==> src/sv/serial_frame_deframer_assert.svh <==
// Assertion helpers shared by the deframer modules.
`ifndef SERIAL_FRAME_DEFRAMER_ASSERT_SVH
`define SERIAL_FRAME_DEFRAMER_ASSERT_SVH

// Same-cycle implication, checked outside reset.
`define SFD_ASSERT_NOW(label, clk, rst, ante, cons, msg) \
  label: assert property (@(posedge clk) disable iff (rst) (ante) |-> (cons)) \
    else $error(msg);

// Next-cycle implication, checked outside reset.
`define SFD_ASSERT_NEXT(label, clk, rst, ante, cons, msg) \
  label: assert property (@(posedge clk) disable iff (rst) (ante) |=> (cons)) \
    else $error(msg);

`endif

==> src/sv/sfd_pkg.sv <==
`default_nettype none

package sfd_pkg;

  localparam logic [7:0]  SYNC_A        = 8'h55;
  localparam logic [7:0]  SYNC_B        = 8'hAA;
  localparam logic [7:0]  TRAILER       = 8'h7D;
  localparam logic [7:0]  WHEEL_ID      = 8'h02;
  localparam logic [7:0]  MIN_LEN       = 8'd2;
  localparam logic [19:0] GAP_MAX       = 20'hFFFFF;
  localparam logic [19:0] TIMEOUT_RESET = 20'd100000;

  localparam logic [2:0] ST_NONE    = 3'd0;
  localparam logic [2:0] ST_WHEEL   = 3'd1;
  localparam logic [2:0] ST_OTHER   = 3'd2;
  localparam logic [2:0] ST_CSUM    = 3'd3;
  localparam logic [2:0] ST_TRAIL   = 3'd4;
  localparam logic [2:0] ST_BADLEN  = 3'd5;
  localparam logic [2:0] ST_TIMEOUT = 3'd6;

  typedef enum logic [2:0] {
    PH_HUNT   = 3'd0,
    PH_SYNC2  = 3'd1,
    PH_LEN    = 3'd2,
    PH_BODY   = 3'd3,
    PH_CSUM   = 3'd4,
    PH_TRAIL  = 3'd5,
    PH_BADLEN = 3'd6
  } phase_t;

  typedef enum logic {
    ITEM_BYTE = 1'b0,
    ITEM_TICK = 1'b1
  } item_kind_t;

  typedef struct packed {
    logic       cmd;
    logic [7:0] rx_byte;
  } in_item_t;

  typedef struct packed {
    logic [2:0] status;
    logic       body_valid;
    logic [7:0] body_byte;
    logic [7:0] body_index;
  } out_item_t;

  // Queue entry: the word as received plus the front end's classification.
  typedef struct packed {
    item_kind_t kind;
    logic [7:0] data;
    logic       is_sync_a;
    logic       is_sync_b;
    logic       is_trailer;
  } q_item_t;

endpackage

`default_nettype wire

==> src/sv/sfd_front.sv <==
`default_nettype none

`include "serial_frame_deframer_assert.svh"

module sfd_front #(
  parameter int unsigned DEPTH = 2
) (
  input  wire logic             clk,
  input  wire logic             rst,
  input  wire logic             in_valid,
  output logic                  in_stall,
  input  wire sfd_pkg::in_item_t in_data,
  output logic                  q_valid,
  output sfd_pkg::q_item_t      q_item,
  input  wire logic             q_pop
);

  localparam int unsigned IW = (DEPTH > 1) ? $clog2(DEPTH) : 1;
  localparam int unsigned CW = $clog2(DEPTH + 1);

  sfd_pkg::q_item_t mem [DEPTH];
  sfd_pkg::q_item_t classified;
  logic [IW-1:0]    wr_ptr;
  logic [IW-1:0]    rd_ptr;
  logic [CW-1:0]    count;
  logic             push;
  logic             pop;

  assign in_stall = (count == CW'(DEPTH));
  assign q_valid  = (count != '0);
  assign push     = in_valid && !in_stall;
  assign pop      = q_pop && q_valid;
  assign q_item   = mem[rd_ptr];

  always_comb begin
    classified.kind       = in_data.cmd ? sfd_pkg::ITEM_TICK : sfd_pkg::ITEM_BYTE;
    classified.data       = in_data.rx_byte;
    classified.is_sync_a  = (in_data.rx_byte == sfd_pkg::SYNC_A);
    classified.is_sync_b  = (in_data.rx_byte == sfd_pkg::SYNC_B);
    classified.is_trailer = (in_data.rx_byte == sfd_pkg::TRAILER);
  end

  always_ff @(posedge clk) begin
    if (push) begin
      mem[wr_ptr] <= classified;
    end
  end

  always_ff @(posedge clk) begin
    if (rst) begin
      wr_ptr <= '0;
      rd_ptr <= '0;
      count  <= '0;
    end else begin
      if (push) begin
        wr_ptr <= (wr_ptr == IW'(DEPTH - 1)) ? '0 : wr_ptr + 1'b1;
      end
      if (pop) begin
        rd_ptr <= (rd_ptr == IW'(DEPTH - 1)) ? '0 : rd_ptr + 1'b1;
      end
      if (push && !pop) begin
        count <= count + 1'b1;
      end else if (pop && !push) begin
        count <= count - 1'b1;
      end
    end
  end

  `SFD_ASSERT_NOW(a_count_bound, clk, rst, 1'b1, count <= CW'(DEPTH), "queue count overrun")

endmodule

`default_nettype wire

==> src/sv/sfd_back.sv <==
`default_nettype none

`include "serial_frame_deframer_assert.svh"

module sfd_back (
  input  wire logic              clk,
  input  wire logic              rst,
  input  wire logic              cfg_valid,
  output logic                   cfg_ready,
  input  wire logic [19:0]       cfg_data,
  input  wire logic              q_valid,
  input  wire sfd_pkg::q_item_t  q_item,
  output logic                   q_pop,
  output logic                   out_valid,
  input  wire logic              out_stall,
  output sfd_pkg::out_item_t     out_data
);

  sfd_pkg::phase_t    phase, phase_next;
  logic [7:0]         body_length, body_length_next;
  logic [8:0]         bytes_seen, bytes_seen_next;
  logic [7:0]         running_sum, running_sum_next;
  logic [7:0]         first_body_byte, first_body_byte_next;
  logic [7:0]         second_body_byte, second_body_byte_next;
  logic [19:0]        gap_counter, gap_counter_next;
  logic [19:0]        timeout_ticks;
  sfd_pkg::out_item_t out_next;
  logic [8:0]         seen_inc;
  logic               go;

  assign cfg_ready = 1'b1;
  // An item is retired whenever the output register is free or being emptied.
  assign go       = q_valid && (!out_valid || !out_stall);
  assign q_pop    = go;
  assign seen_inc = bytes_seen + 9'd1;

  always_ff @(posedge clk) begin
    if (rst) begin
      timeout_ticks <= sfd_pkg::TIMEOUT_RESET;
    end else if (cfg_valid) begin
      timeout_ticks <= cfg_data;
    end
  end

  always_ff @(posedge clk) begin
    if (rst) begin
      phase            <= sfd_pkg::PH_HUNT;
      body_length      <= '0;
      bytes_seen       <= '0;
      running_sum      <= '0;
      first_body_byte  <= '0;
      second_body_byte <= '0;
      gap_counter      <= '0;
      out_valid        <= 1'b0;
    end else begin
      if (go) begin
        phase            <= phase_next;
        body_length      <= body_length_next;
        bytes_seen       <= bytes_seen_next;
        running_sum      <= running_sum_next;
        first_body_byte  <= first_body_byte_next;
        second_body_byte <= second_body_byte_next;
        gap_counter      <= gap_counter_next;
        out_valid        <= 1'b1;
      end else if (!out_stall) begin
        out_valid <= 1'b0;
      end
    end
  end

  always_ff @(posedge clk) begin
    if (go) begin
      out_data <= out_next;
    end
  end

  always_comb begin
    phase_next            = phase;
    body_length_next      = body_length;
    bytes_seen_next       = bytes_seen;
    running_sum_next      = running_sum;
    first_body_byte_next  = first_body_byte;
    second_body_byte_next = second_body_byte;
    gap_counter_next      = gap_counter;
    out_next              = '0;
    out_next.status       = sfd_pkg::ST_NONE;

    if (q_item.kind == sfd_pkg::ITEM_TICK) begin
      if (gap_counter != sfd_pkg::GAP_MAX) begin
        gap_counter_next = gap_counter + 20'd1;
      end
      if (phase != sfd_pkg::PH_HUNT && gap_counter_next > timeout_ticks) begin
        phase_next      = sfd_pkg::PH_HUNT;
        out_next.status = sfd_pkg::ST_TIMEOUT;
      end
    end else begin
      unique case (phase)
        sfd_pkg::PH_SYNC2: begin
          if (q_item.is_sync_b) begin
            phase_next = sfd_pkg::PH_LEN;
          end else if (!q_item.is_sync_a) begin
            phase_next = sfd_pkg::PH_HUNT;
          end
        end
        sfd_pkg::PH_LEN: begin
          body_length_next      = q_item.data;
          bytes_seen_next       = '0;
          running_sum_next      = '0;
          first_body_byte_next  = '0;
          second_body_byte_next = '0;
          phase_next = (q_item.data < sfd_pkg::MIN_LEN) ? sfd_pkg::PH_BADLEN
                                                       : sfd_pkg::PH_BODY;
        end
        sfd_pkg::PH_BADLEN: begin
          phase_next      = sfd_pkg::PH_HUNT;
          out_next.status = sfd_pkg::ST_BADLEN;
        end
        sfd_pkg::PH_BODY: begin
          if (bytes_seen[7:0] == 8'd0) begin
            first_body_byte_next = q_item.data;
          end else if (bytes_seen[7:0] == 8'd1) begin
            second_body_byte_next = q_item.data;
          end
          running_sum_next    = running_sum + q_item.data;
          out_next.body_valid = 1'b1;
          out_next.body_byte  = q_item.data;
          out_next.body_index = bytes_seen[7:0];
          bytes_seen_next     = seen_inc;
          if (seen_inc >= {1'b0, body_length}) begin
            phase_next = sfd_pkg::PH_CSUM;
          end
        end
        sfd_pkg::PH_CSUM: begin
          running_sum_next = running_sum - q_item.data;
          phase_next       = sfd_pkg::PH_TRAIL;
        end
        sfd_pkg::PH_TRAIL: begin
          if (!q_item.is_trailer) begin
            out_next.status = sfd_pkg::ST_TRAIL;
          end else if (running_sum != 8'd0) begin
            out_next.status = sfd_pkg::ST_CSUM;
          end else if (first_body_byte == sfd_pkg::WHEEL_ID &&
                       second_body_byte == sfd_pkg::WHEEL_ID) begin
            out_next.status = sfd_pkg::ST_WHEEL;
          end else begin
            out_next.status = sfd_pkg::ST_OTHER;
          end
          phase_next = sfd_pkg::PH_HUNT;
        end
        default: begin
          if (q_item.is_sync_a) begin
            phase_next       = sfd_pkg::PH_SYNC2;
            gap_counter_next = '0;
          end else begin
            phase_next = sfd_pkg::PH_HUNT;
          end
        end
      endcase
    end
  end

  `SFD_ASSERT_NOW(a_body_no_status, clk, rst, out_valid && out_data.body_valid, out_data.status == sfd_pkg::ST_NONE, "body word carries a status")
  `SFD_ASSERT_NOW(a_body_in_range, clk, rst, phase == sfd_pkg::PH_BODY, bytes_seen < {1'b0, body_length}, "body count past length")
  `SFD_ASSERT_NEXT(a_tick_no_body, clk, rst, go && q_item.kind == sfd_pkg::ITEM_TICK, out_valid && !out_data.body_valid, "tick produced a body word")

endmodule

`default_nettype wire

==> src/sv/serial_frame_deframer.sv <==
// Serial frame deframer.
// The input channel (in_valid, in_stall, in_data) takes one word per cycle while in_stall
// is low: either a received byte (cmd 0) or a one-microsecond time tick (cmd 1).
// The block hunts for the sync pair 0x55 0xAA, reads a length byte, passes each body
// byte on with its index, and reports one status at the trailer: good wheel frame, good
// other frame, checksum error or trailer error. Short lengths and timeouts are reported
// as well. Every accepted word yields exactly one output word on (out_valid, out_stall,
// out_data); most carry status none.
// The timeout register is written through cfg_valid/cfg_ready/cfg_data, which is
// always ready; write it only while the block is idle.
// A word accepted is written into the front queue, and the back end parses it into the
// output register once that register is free or being emptied. The parser takes one word
// per cycle while out_stall is low; the front queue lets the input keep flowing for
// QUEUE_DEPTH words while the receiver holds out_stall, then in_stall rises.
// A stalled output word holds until taken.
// Reset (rst, synchronous) empties the queue, returns the parser to sync hunting,
// clears the frame counters and loads the timeout with 100000 ticks.
`default_nettype none

module serial_frame_deframer #(
  parameter int unsigned QUEUE_DEPTH = 2
) (
  input  wire logic               clk,
  input  wire logic               rst,
  input  wire logic               in_valid,
  output logic                    in_stall,
  input  wire sfd_pkg::in_item_t  in_data,
  output logic                    out_valid,
  input  wire logic               out_stall,
  output sfd_pkg::out_item_t      out_data,
  input  wire logic               cfg_valid,
  output logic                    cfg_ready,
  input  wire logic [19:0]        cfg_data
);

  // Classified words waiting for the parser.
  logic             q_valid;
  logic             q_pop;
  sfd_pkg::q_item_t q_item;

  // The front end classifies each word and buffers it.
  sfd_front #(
    .DEPTH(QUEUE_DEPTH)
  ) u_front (
    .clk      (clk),
    .rst      (rst),
    .in_valid (in_valid),
    .in_stall (in_stall),
    .in_data  (in_data),
    .q_valid  (q_valid),
    .q_item   (q_item),
    .q_pop    (q_pop)
  );

  // The back end runs the frame state machine and owns the output register.
  sfd_back u_back (
    .clk       (clk),
    .rst       (rst),
    .cfg_valid (cfg_valid),
    .cfg_ready (cfg_ready),
    .cfg_data  (cfg_data),
    .q_valid   (q_valid),
    .q_item    (q_item),
    .q_pop     (q_pop),
    .out_valid (out_valid),
    .out_stall (out_stall),
    .out_data  (out_data)
  );

endmodule

`default_nettype wire

==> config.mk <==
export PLATFORM = sky130hd
export DESIGN_NAME = serial_frame_deframer
export DESIGN_NICKNAME = d
export VERILOG_FILES = /design/src/sv/sfd_pkg.sv /design/src/sv/sfd_front.sv /design/src/sv/sfd_back.sv /design/src/sv/serial_frame_deframer.sv
export VERILOG_INCLUDE_DIRS = /design/src /design/src/sv
export SDC_FILE = /design/constraint.sdc
export NUM_CORES = 1
export LEC_CHECK = 0
export BUFFER_PORTS_ARGS = -buffer_cell sky130_fd_sc_hd__buf_2
export CAP_MARGIN = 10
export CORE_MARGIN = 4
export CORE_UTILIZATION = 51
export CTS_BUF_LIST = sky130_fd_sc_hd__clkbuf_8
export DETAILED_ROUTE_END_ITERATION = 6
export PLACE_DENSITY = 0.7
export SLEW_MARGIN = 20
export SYNTH_ARGS = -nofsm -noshare
export SYNTH_HDL_FRONTEND = slang
export SYNTH_SLANG_ARGS = --single-unit
==> constraint.sdc <==
create_clock -name clk -period 5.8 [get_ports clk]
set_clock_uncertainty 0.2 [all_clocks]
set_input_delay 0 -clock clk [delete_from_list [all_inputs] [get_ports clk]]
set_output_delay 0 -clock clk [all_outputs]
set_load 0.03 [all_outputs]
### Word level (Yosys, flattened, before mapping)

Memories as Yosys holds them, arrays and structs flattened. A register that Yosys moved wholly into a read port is not among the register bits.
Cells that the tools add are included.

* multiplexer cells: 38
* bitwise operators: 2
* eq/ne operators: 22
* order comparisons: 3
* add/subtract/negate cells: 8
* reductions and logical operators: 31

Operators with widths (count)
* two-way mux 20 bit: 5
* one-hot mux 8 bit (2 select lines): 2
* two-way mux 3 bit: 10
* two-way mux 8 bit: 3
* one-hot mux 8 bit (3 select lines): 1
* adder 20 x 1 -> 20 bit (second input constant): 1
* > comparator 20 bit: 1
* != test 20 bit (second input constant): 1
* one-hot mux 9 bit (2 select lines): 1
* two-way mux 17 bit: 1
* equality test 8 x 2 -> 1 bit (second input constant): 2
* equality test 8 x 7 -> 1 bit (second input constant): 2
* one-hot mux 3 bit (5 select lines): 1
* AND reduction 3 bit: 4
* two-way mux 1 bit: 10
* != test 2 x 1 -> 1 bit (second input constant): 5
* adder 9 x 1 -> 9 bit (second input constant): 1
* equality test 3 bit (second input constant): 3
* >= comparator 9 x 8 -> 1 bit: 1
* adder 8 bit: 1
* equality test 8 x 1 -> 1 bit (second input constant): 1
* equality test 8 bit (second input constant): 1
* zero test 8 bit: 1
* less-than comparator 8 x 2 -> 1 bit (second input constant): 1
* 23 further kinds: 44

* register bits after elaboration: 109
* memory bits (writable): 24
* output and inout bits: 23
* memories: 1

Memory list
* u_front.mem: words 2, bits a word 12, read ports 1, clocked after Yosys merged registers in 1, write ports 1, line sfd_front.sv:21 `sfd_pkg::q_item_t mem [DEPTH];`

### Depth between registers and ports, before layout

* depth after elaboration: 7
* gate-level depth with buffers: 15
* depth with buffers taken out: 14

### Modules after synthesis

From an unflattened synthesis, not the netlist that was laid out.

* cells, all modules: 755
* area, all modules: 7053.0 um2

Modules (own cells, without submodules)
* sfd_back: area each 5923.2 um2, cells each 685, times used 1, seq. area each 2302.2 um2
* sfd_front: area each 1129.8 um2, cells each 70, times used 1, seq. area each 820.8 um2

### Least setup slack after synthesis

No wires, ideal clock.

* kind: register to register
* start point: reg u_back.gap_counter[0]
* end point: reg u_back.phase[1]
* data required time: 5526 ps
* path buffers: 0
* arrival time: 3014 ps
* setup time: 74 ps
* stages on the path, launching flop included: 14
* setup slack: 2511 ps
* cell sequence: dfxtp_1 > ha_1 > nand3_1 > nor2_1 > and3_2 > and3_1 > mux2_2 > ha_1 > and4_1 > and4_1 > o21ai_0 > o2111ai_1 > a211o_1 > a31oi_1

* longest elaborated chain between the ends: 7
* elaborated cells on any way between the ends: 8
* those cells by class: add/sub: 1; order compare: 1; eq/ne: 2; mux: 2; reduce/logical: 2

RTL lines
* start, declared: line sfd_back.sv:25 `logic [19:0] gap_counter, gap_counter_next;`
* start signal, assigned: line sfd_back.sv:63 `gap_counter <= gap_counter_next;`
* adder 20 x 1 -> 20 bit or != test 20 bit (tied branches): line sfd_back.sv:90, sfd_back.sv:89
* two-way mux 20 bit *: line sfd_back.sv:89 `if (gap_counter != sfd_pkg::GAP_MAX) begin`
* two-way mux 20 bit *: line sfd_back.sv:88 `if (q_item.kind == sfd_pkg::ITEM_TICK) begin`
* > comparator 20 bit *: line sfd_back.sv:92 `if (phase != sfd_pkg::PH_HUNT && gap_counter_next > timeout_ticks) begin`
* logical AND 1 bit *: line sfd_back.sv:92
* != test 2 x 1 -> 1 bit (no line) *
* AND reduction 4 bit (no line) *
* end signal, assigned: line sfd_back.sv:47 `phase <= sfd_pkg::PH_HUNT;`
* end signal, assigned: line sfd_back.sv:57 `phase <= phase_next;`
* end, declared: line sfd_back.sv:19 `sfd_pkg::phase_t phase, phase_next;`

Every way passes the cells marked *; elsewhere a longest branch is shown, timed or not. The select of a mux whose other input is x is not followed.
A chain may end at the register's enable or synchronous reset.

### Worst setup path in the final report

Same ends and word-level chain as after synthesis.

==> flow_summary.json <==
{
  "status": "complete, no violations",
  "drv_cap": 0,
  "gr-usage-met2": 0.343,
  "r2r_cells": 13,
  "finalHoldViolCount": 0,
  "antenna_found_initial": 0,
  "grt_max_degree": 73,
  "cts_buffer_depth": 2,
  "synth-seq-cells": 134,
  "cts_sinks": 134,
  "hold-path-endpoint": "u_front.mem[0][11]$_DFFE_PP_",
  "r2r_slack_ns": 1.74,
  "cts.repair.resized": 0,
  "grt.met3_usage": 0.0555,
  "gr-usage-met1": 0.313,
  "rsz0062_at_grt": "no",
  "cts_tree": "built",
  "finalWirelength_um": 17200,
  "synth-warning-count": 0,
  "postCtsHoldBufs": 58,
  "setup_viol": 0,
  "areaGrowthSynthToFinish_pct": 19.3,
  "cts_setup_buffers": 0,
  "ys_seq_area_frac": 0.438,
  "io_buffers": 55,
  "regArea_um2": 3120,
  "drive_above_1_share": 0.120,
  "grt_pass1_wl_um": 29100,
  "synth_top_area_frac": 0.253,
  "clock_latency_ns": 0.46,
  "cpPeakStageDelay_ns": 0.52,
  "grt_usage": 0.225,
  "finalCriticalPeriod_ns": 4.06,
  "synthFlopType": "dfxtp_1",
  "dieWidth_um": 126,
  "cts_max_level": 4,
  "synth_cell_types": 71,
  "antenna_cells": 0,
  "synth_edf_count": 44,
  "synth_nets": 853,
  "regToRegStartpoint": "u_back.gap_counter[0]$_SDFFE_PP0P_",
  "synth_common_cells": "100 x nor2_1, 90 x dfxtp_1, 57 x nand2_1, 46 x a21oi_1, 46 x inv_1",
  "hp-class": "in2reg",
  "busiest_layer": "met2",
  "pin_count": 57,
  "cp-startpoint": "u_back.gap_counter[0]$_SDFFE_PP0P_",
  "core_um2": 13500,
  "antenna_left": 0,
  "design.die.area_um2": 15900,
  "yosysMostFrequentCell": "nor2_1",
  "initial_core_util": 0.530,
  "fill_cells": 1165,
  "crit_chain": "ha_1 > nand3_1 > nor2_1 > a21boi_2 > nand4_1 > xnor2_1 > ha_1 > and4_1 > and4_1 > o21ai_0 > o2111ai_1 > a211o_1 > a31oi_1",
  "drt_iter0_markers": 617,
  "synthesis.area_um2": 7130,
  "setup.worst_path.class": "reg2reg",
  "place_area_um2": 7480,
  "drcViolationCount": 0,
  "end_kind": "flip-flop",
  "critPathSlowestCell": "a21boi_2",
  "drt-pass1-iter-count": 5,
  "period_share": 0.700,
  "p_leak_nw": 3.41,
  "max_freq_mhz": 246,
  "die_h_um": 126,
  "clkTransAtPathRegs_ns": 0.08,
  "async_reset_ff_frac": 0,
  "rows": 42,
  "via_count": 6065,
  "multi_input_area_um2": 3660,
  "grt_pass1_vias": 5981,
  "worst-slew-pin-transition_ns": 0.985,
  "ir_worst_vdd_mv": 0.320,
  "worstHoldStart": "in_data[8]",
  "yosysTopAreaCell": "dfxtp_1",
  "power_density_nw_per_um2": 339,
  "reg2reg_to": "u_back.phase[1]$_SDFFE_PP0P_",
  "cp.required_ns": 5.98,
  "syn_inst": 777,
  "place_hpwl_um": 11600,
  "critical_path_arrival_ns": 4.24,
  "grt-ovfl-total": 0,
  "postLayoutCellArea_um2": 8510,
  "cp_max_fo": 10,
  "synth.avg_cell_area_um2": 9.18,
  "post_drt_via_cell_ratio": 5.69,
  "critPathLaunchType": "flip-flop",
  "setup_tns_ns": 0,
  "drv_slew": 0,
  "cts_inserted_buffers": 17,
  "hold-path-cell-count": 2,
  "synthTopCellsByArea": "dfxtp_1 25%, edfxtp_1 19%, ha_1 7.2%",
  "gp_congestion": 0.889,
  "root_buffer": "clkbuf_8",
  "fin_nets": 953,
  "relSlewSlack": 0.341,
  "wl_per_cell_um": 16.2
}
-- layer usage --
metal  vias up  routed length [µm]
met5         -                   0
met4         0                 363
met3        30                1210
met2       200                7740
met1      2854                7920
li1       2981                   -
-- area by class of cell --
class                           instances  share of cell area
Clock buffer                           17              0.0275
Clock inverter                         15              0.0250
Inverter                               48              0.0213
Multi-Input combinational cell        560               0.430
Sequential cell                       134               0.367
Tap cell                              176              0.0259
Timing Repair Buffer                  116               0.103
-- critical path: cells and delay by family, from the launching register on --
kind            cells  cell delay (ns)
compound gates      5             1.33
simple gates        5             1.16
fa+ha+maj           2             0.56
flops               1             0.44
xor+xnor            1             0.28
-- registers in the layout, summed over array words and instances (netlist names), 2 cells and up, named ones only --
signal	flops
u_front.mem	24
u_back.out_data	20
u_back.running_sum	8
u_back.timeout_ticks	20
u_back.body_length	8
u_front.count	2
u_back.phase	3
u_back.first_body_byte	8
u_back.gap_counter	20
u_back.bytes_seen	9
u_back.second_body_byte	8
-- power by group --
part	switching, mW	internal (mW)	leakage [nW]
sequential	0.0775	1.10	1.15
combinational	0.534	0.292	2.04
clock	0.372	0.506	0.210
total	0.984	1.90	3.41
-- worst max path at each step --
stage	endpoint	slack (ns)	depth (start not counted)
floorplan	u_back.phase[1]$_SDFFE_PP0P_	2.51	13
global placement	u_back.phase[1]$_SDFFE_PP0P_	2.06	13
detailed placement	u_back.phase[1]$_SDFFE_PP0P_	1.87	13
CTS	u_back.phase[1]$_SDFFE_PP0P_	1.83	13
global route	u_back.phase[1]$_SDFFE_PP0P_	1.40	13
finish	u_back.phase[1]$_SDFFE_PP0P_	1.74	13
-- through the flow --
stage	setup slack [ns]	hold WS, ns	power [mW]	std cells	util
floorplan	2.51	-0.101	1.75	777	-
global placement	2.06	-0.000447	1.95	976	0.556
global route	1.40	0.0529	3.03	1066	0.632
finish	1.74	0.0816	2.88	1066	0.632
detailed placement	1.87	-0.00362	1.98	976	0.556
CTS	1.83	0.0535	2.89	1066	0.632
-- cell families (layout without fill, tap and decap cells) --
logic type                 Yosys count  in the layout  synth area share
AOI/OAI and AO/OA                  171            171             0.155
xor gates and xnor gates            35             35            0.0430
adders and majority gates           42             42            0.0747
buffers and inverters               83            196            0.0491
DFF                                134            134             0.438
muxes                               37             37            0.0535
other                                1              1          0.000526
and+or+nand+nor                    274            274             0.186
-- placed cells by master, fill, tap and decap left out, types with 6 or more instances in the layout --
master         synthesis  routed
nand2_1               57      57
o21ai_0               43      43
edfxtp_1              44      44
inv_1                 46      47
o31ai_1                8       8
and3_1                14      14
a21oi_1               46      46
xnor2_1               19      19
a31oi_1               13      13
buf_2                 12      55
nand3_1               23      23
o21a_1                 6       6
nand4_1                6       6
xor2_1                16      16
and4_1                 8       8
dfxtp_1               90      90
ha_1                  41      41
mux2i_1               31      31
dlygate4sd3_1          0      58
o211ai_1               8       8
nor2b_1                6       6
and2_1                 6       6
nor3_1                15      15
a211oi_1               9       9
nor2_1               100     100
nor4_1                 7       7
clkbuf_8               0      17
No activity file was read; power rests on OpenSTA's default activity.
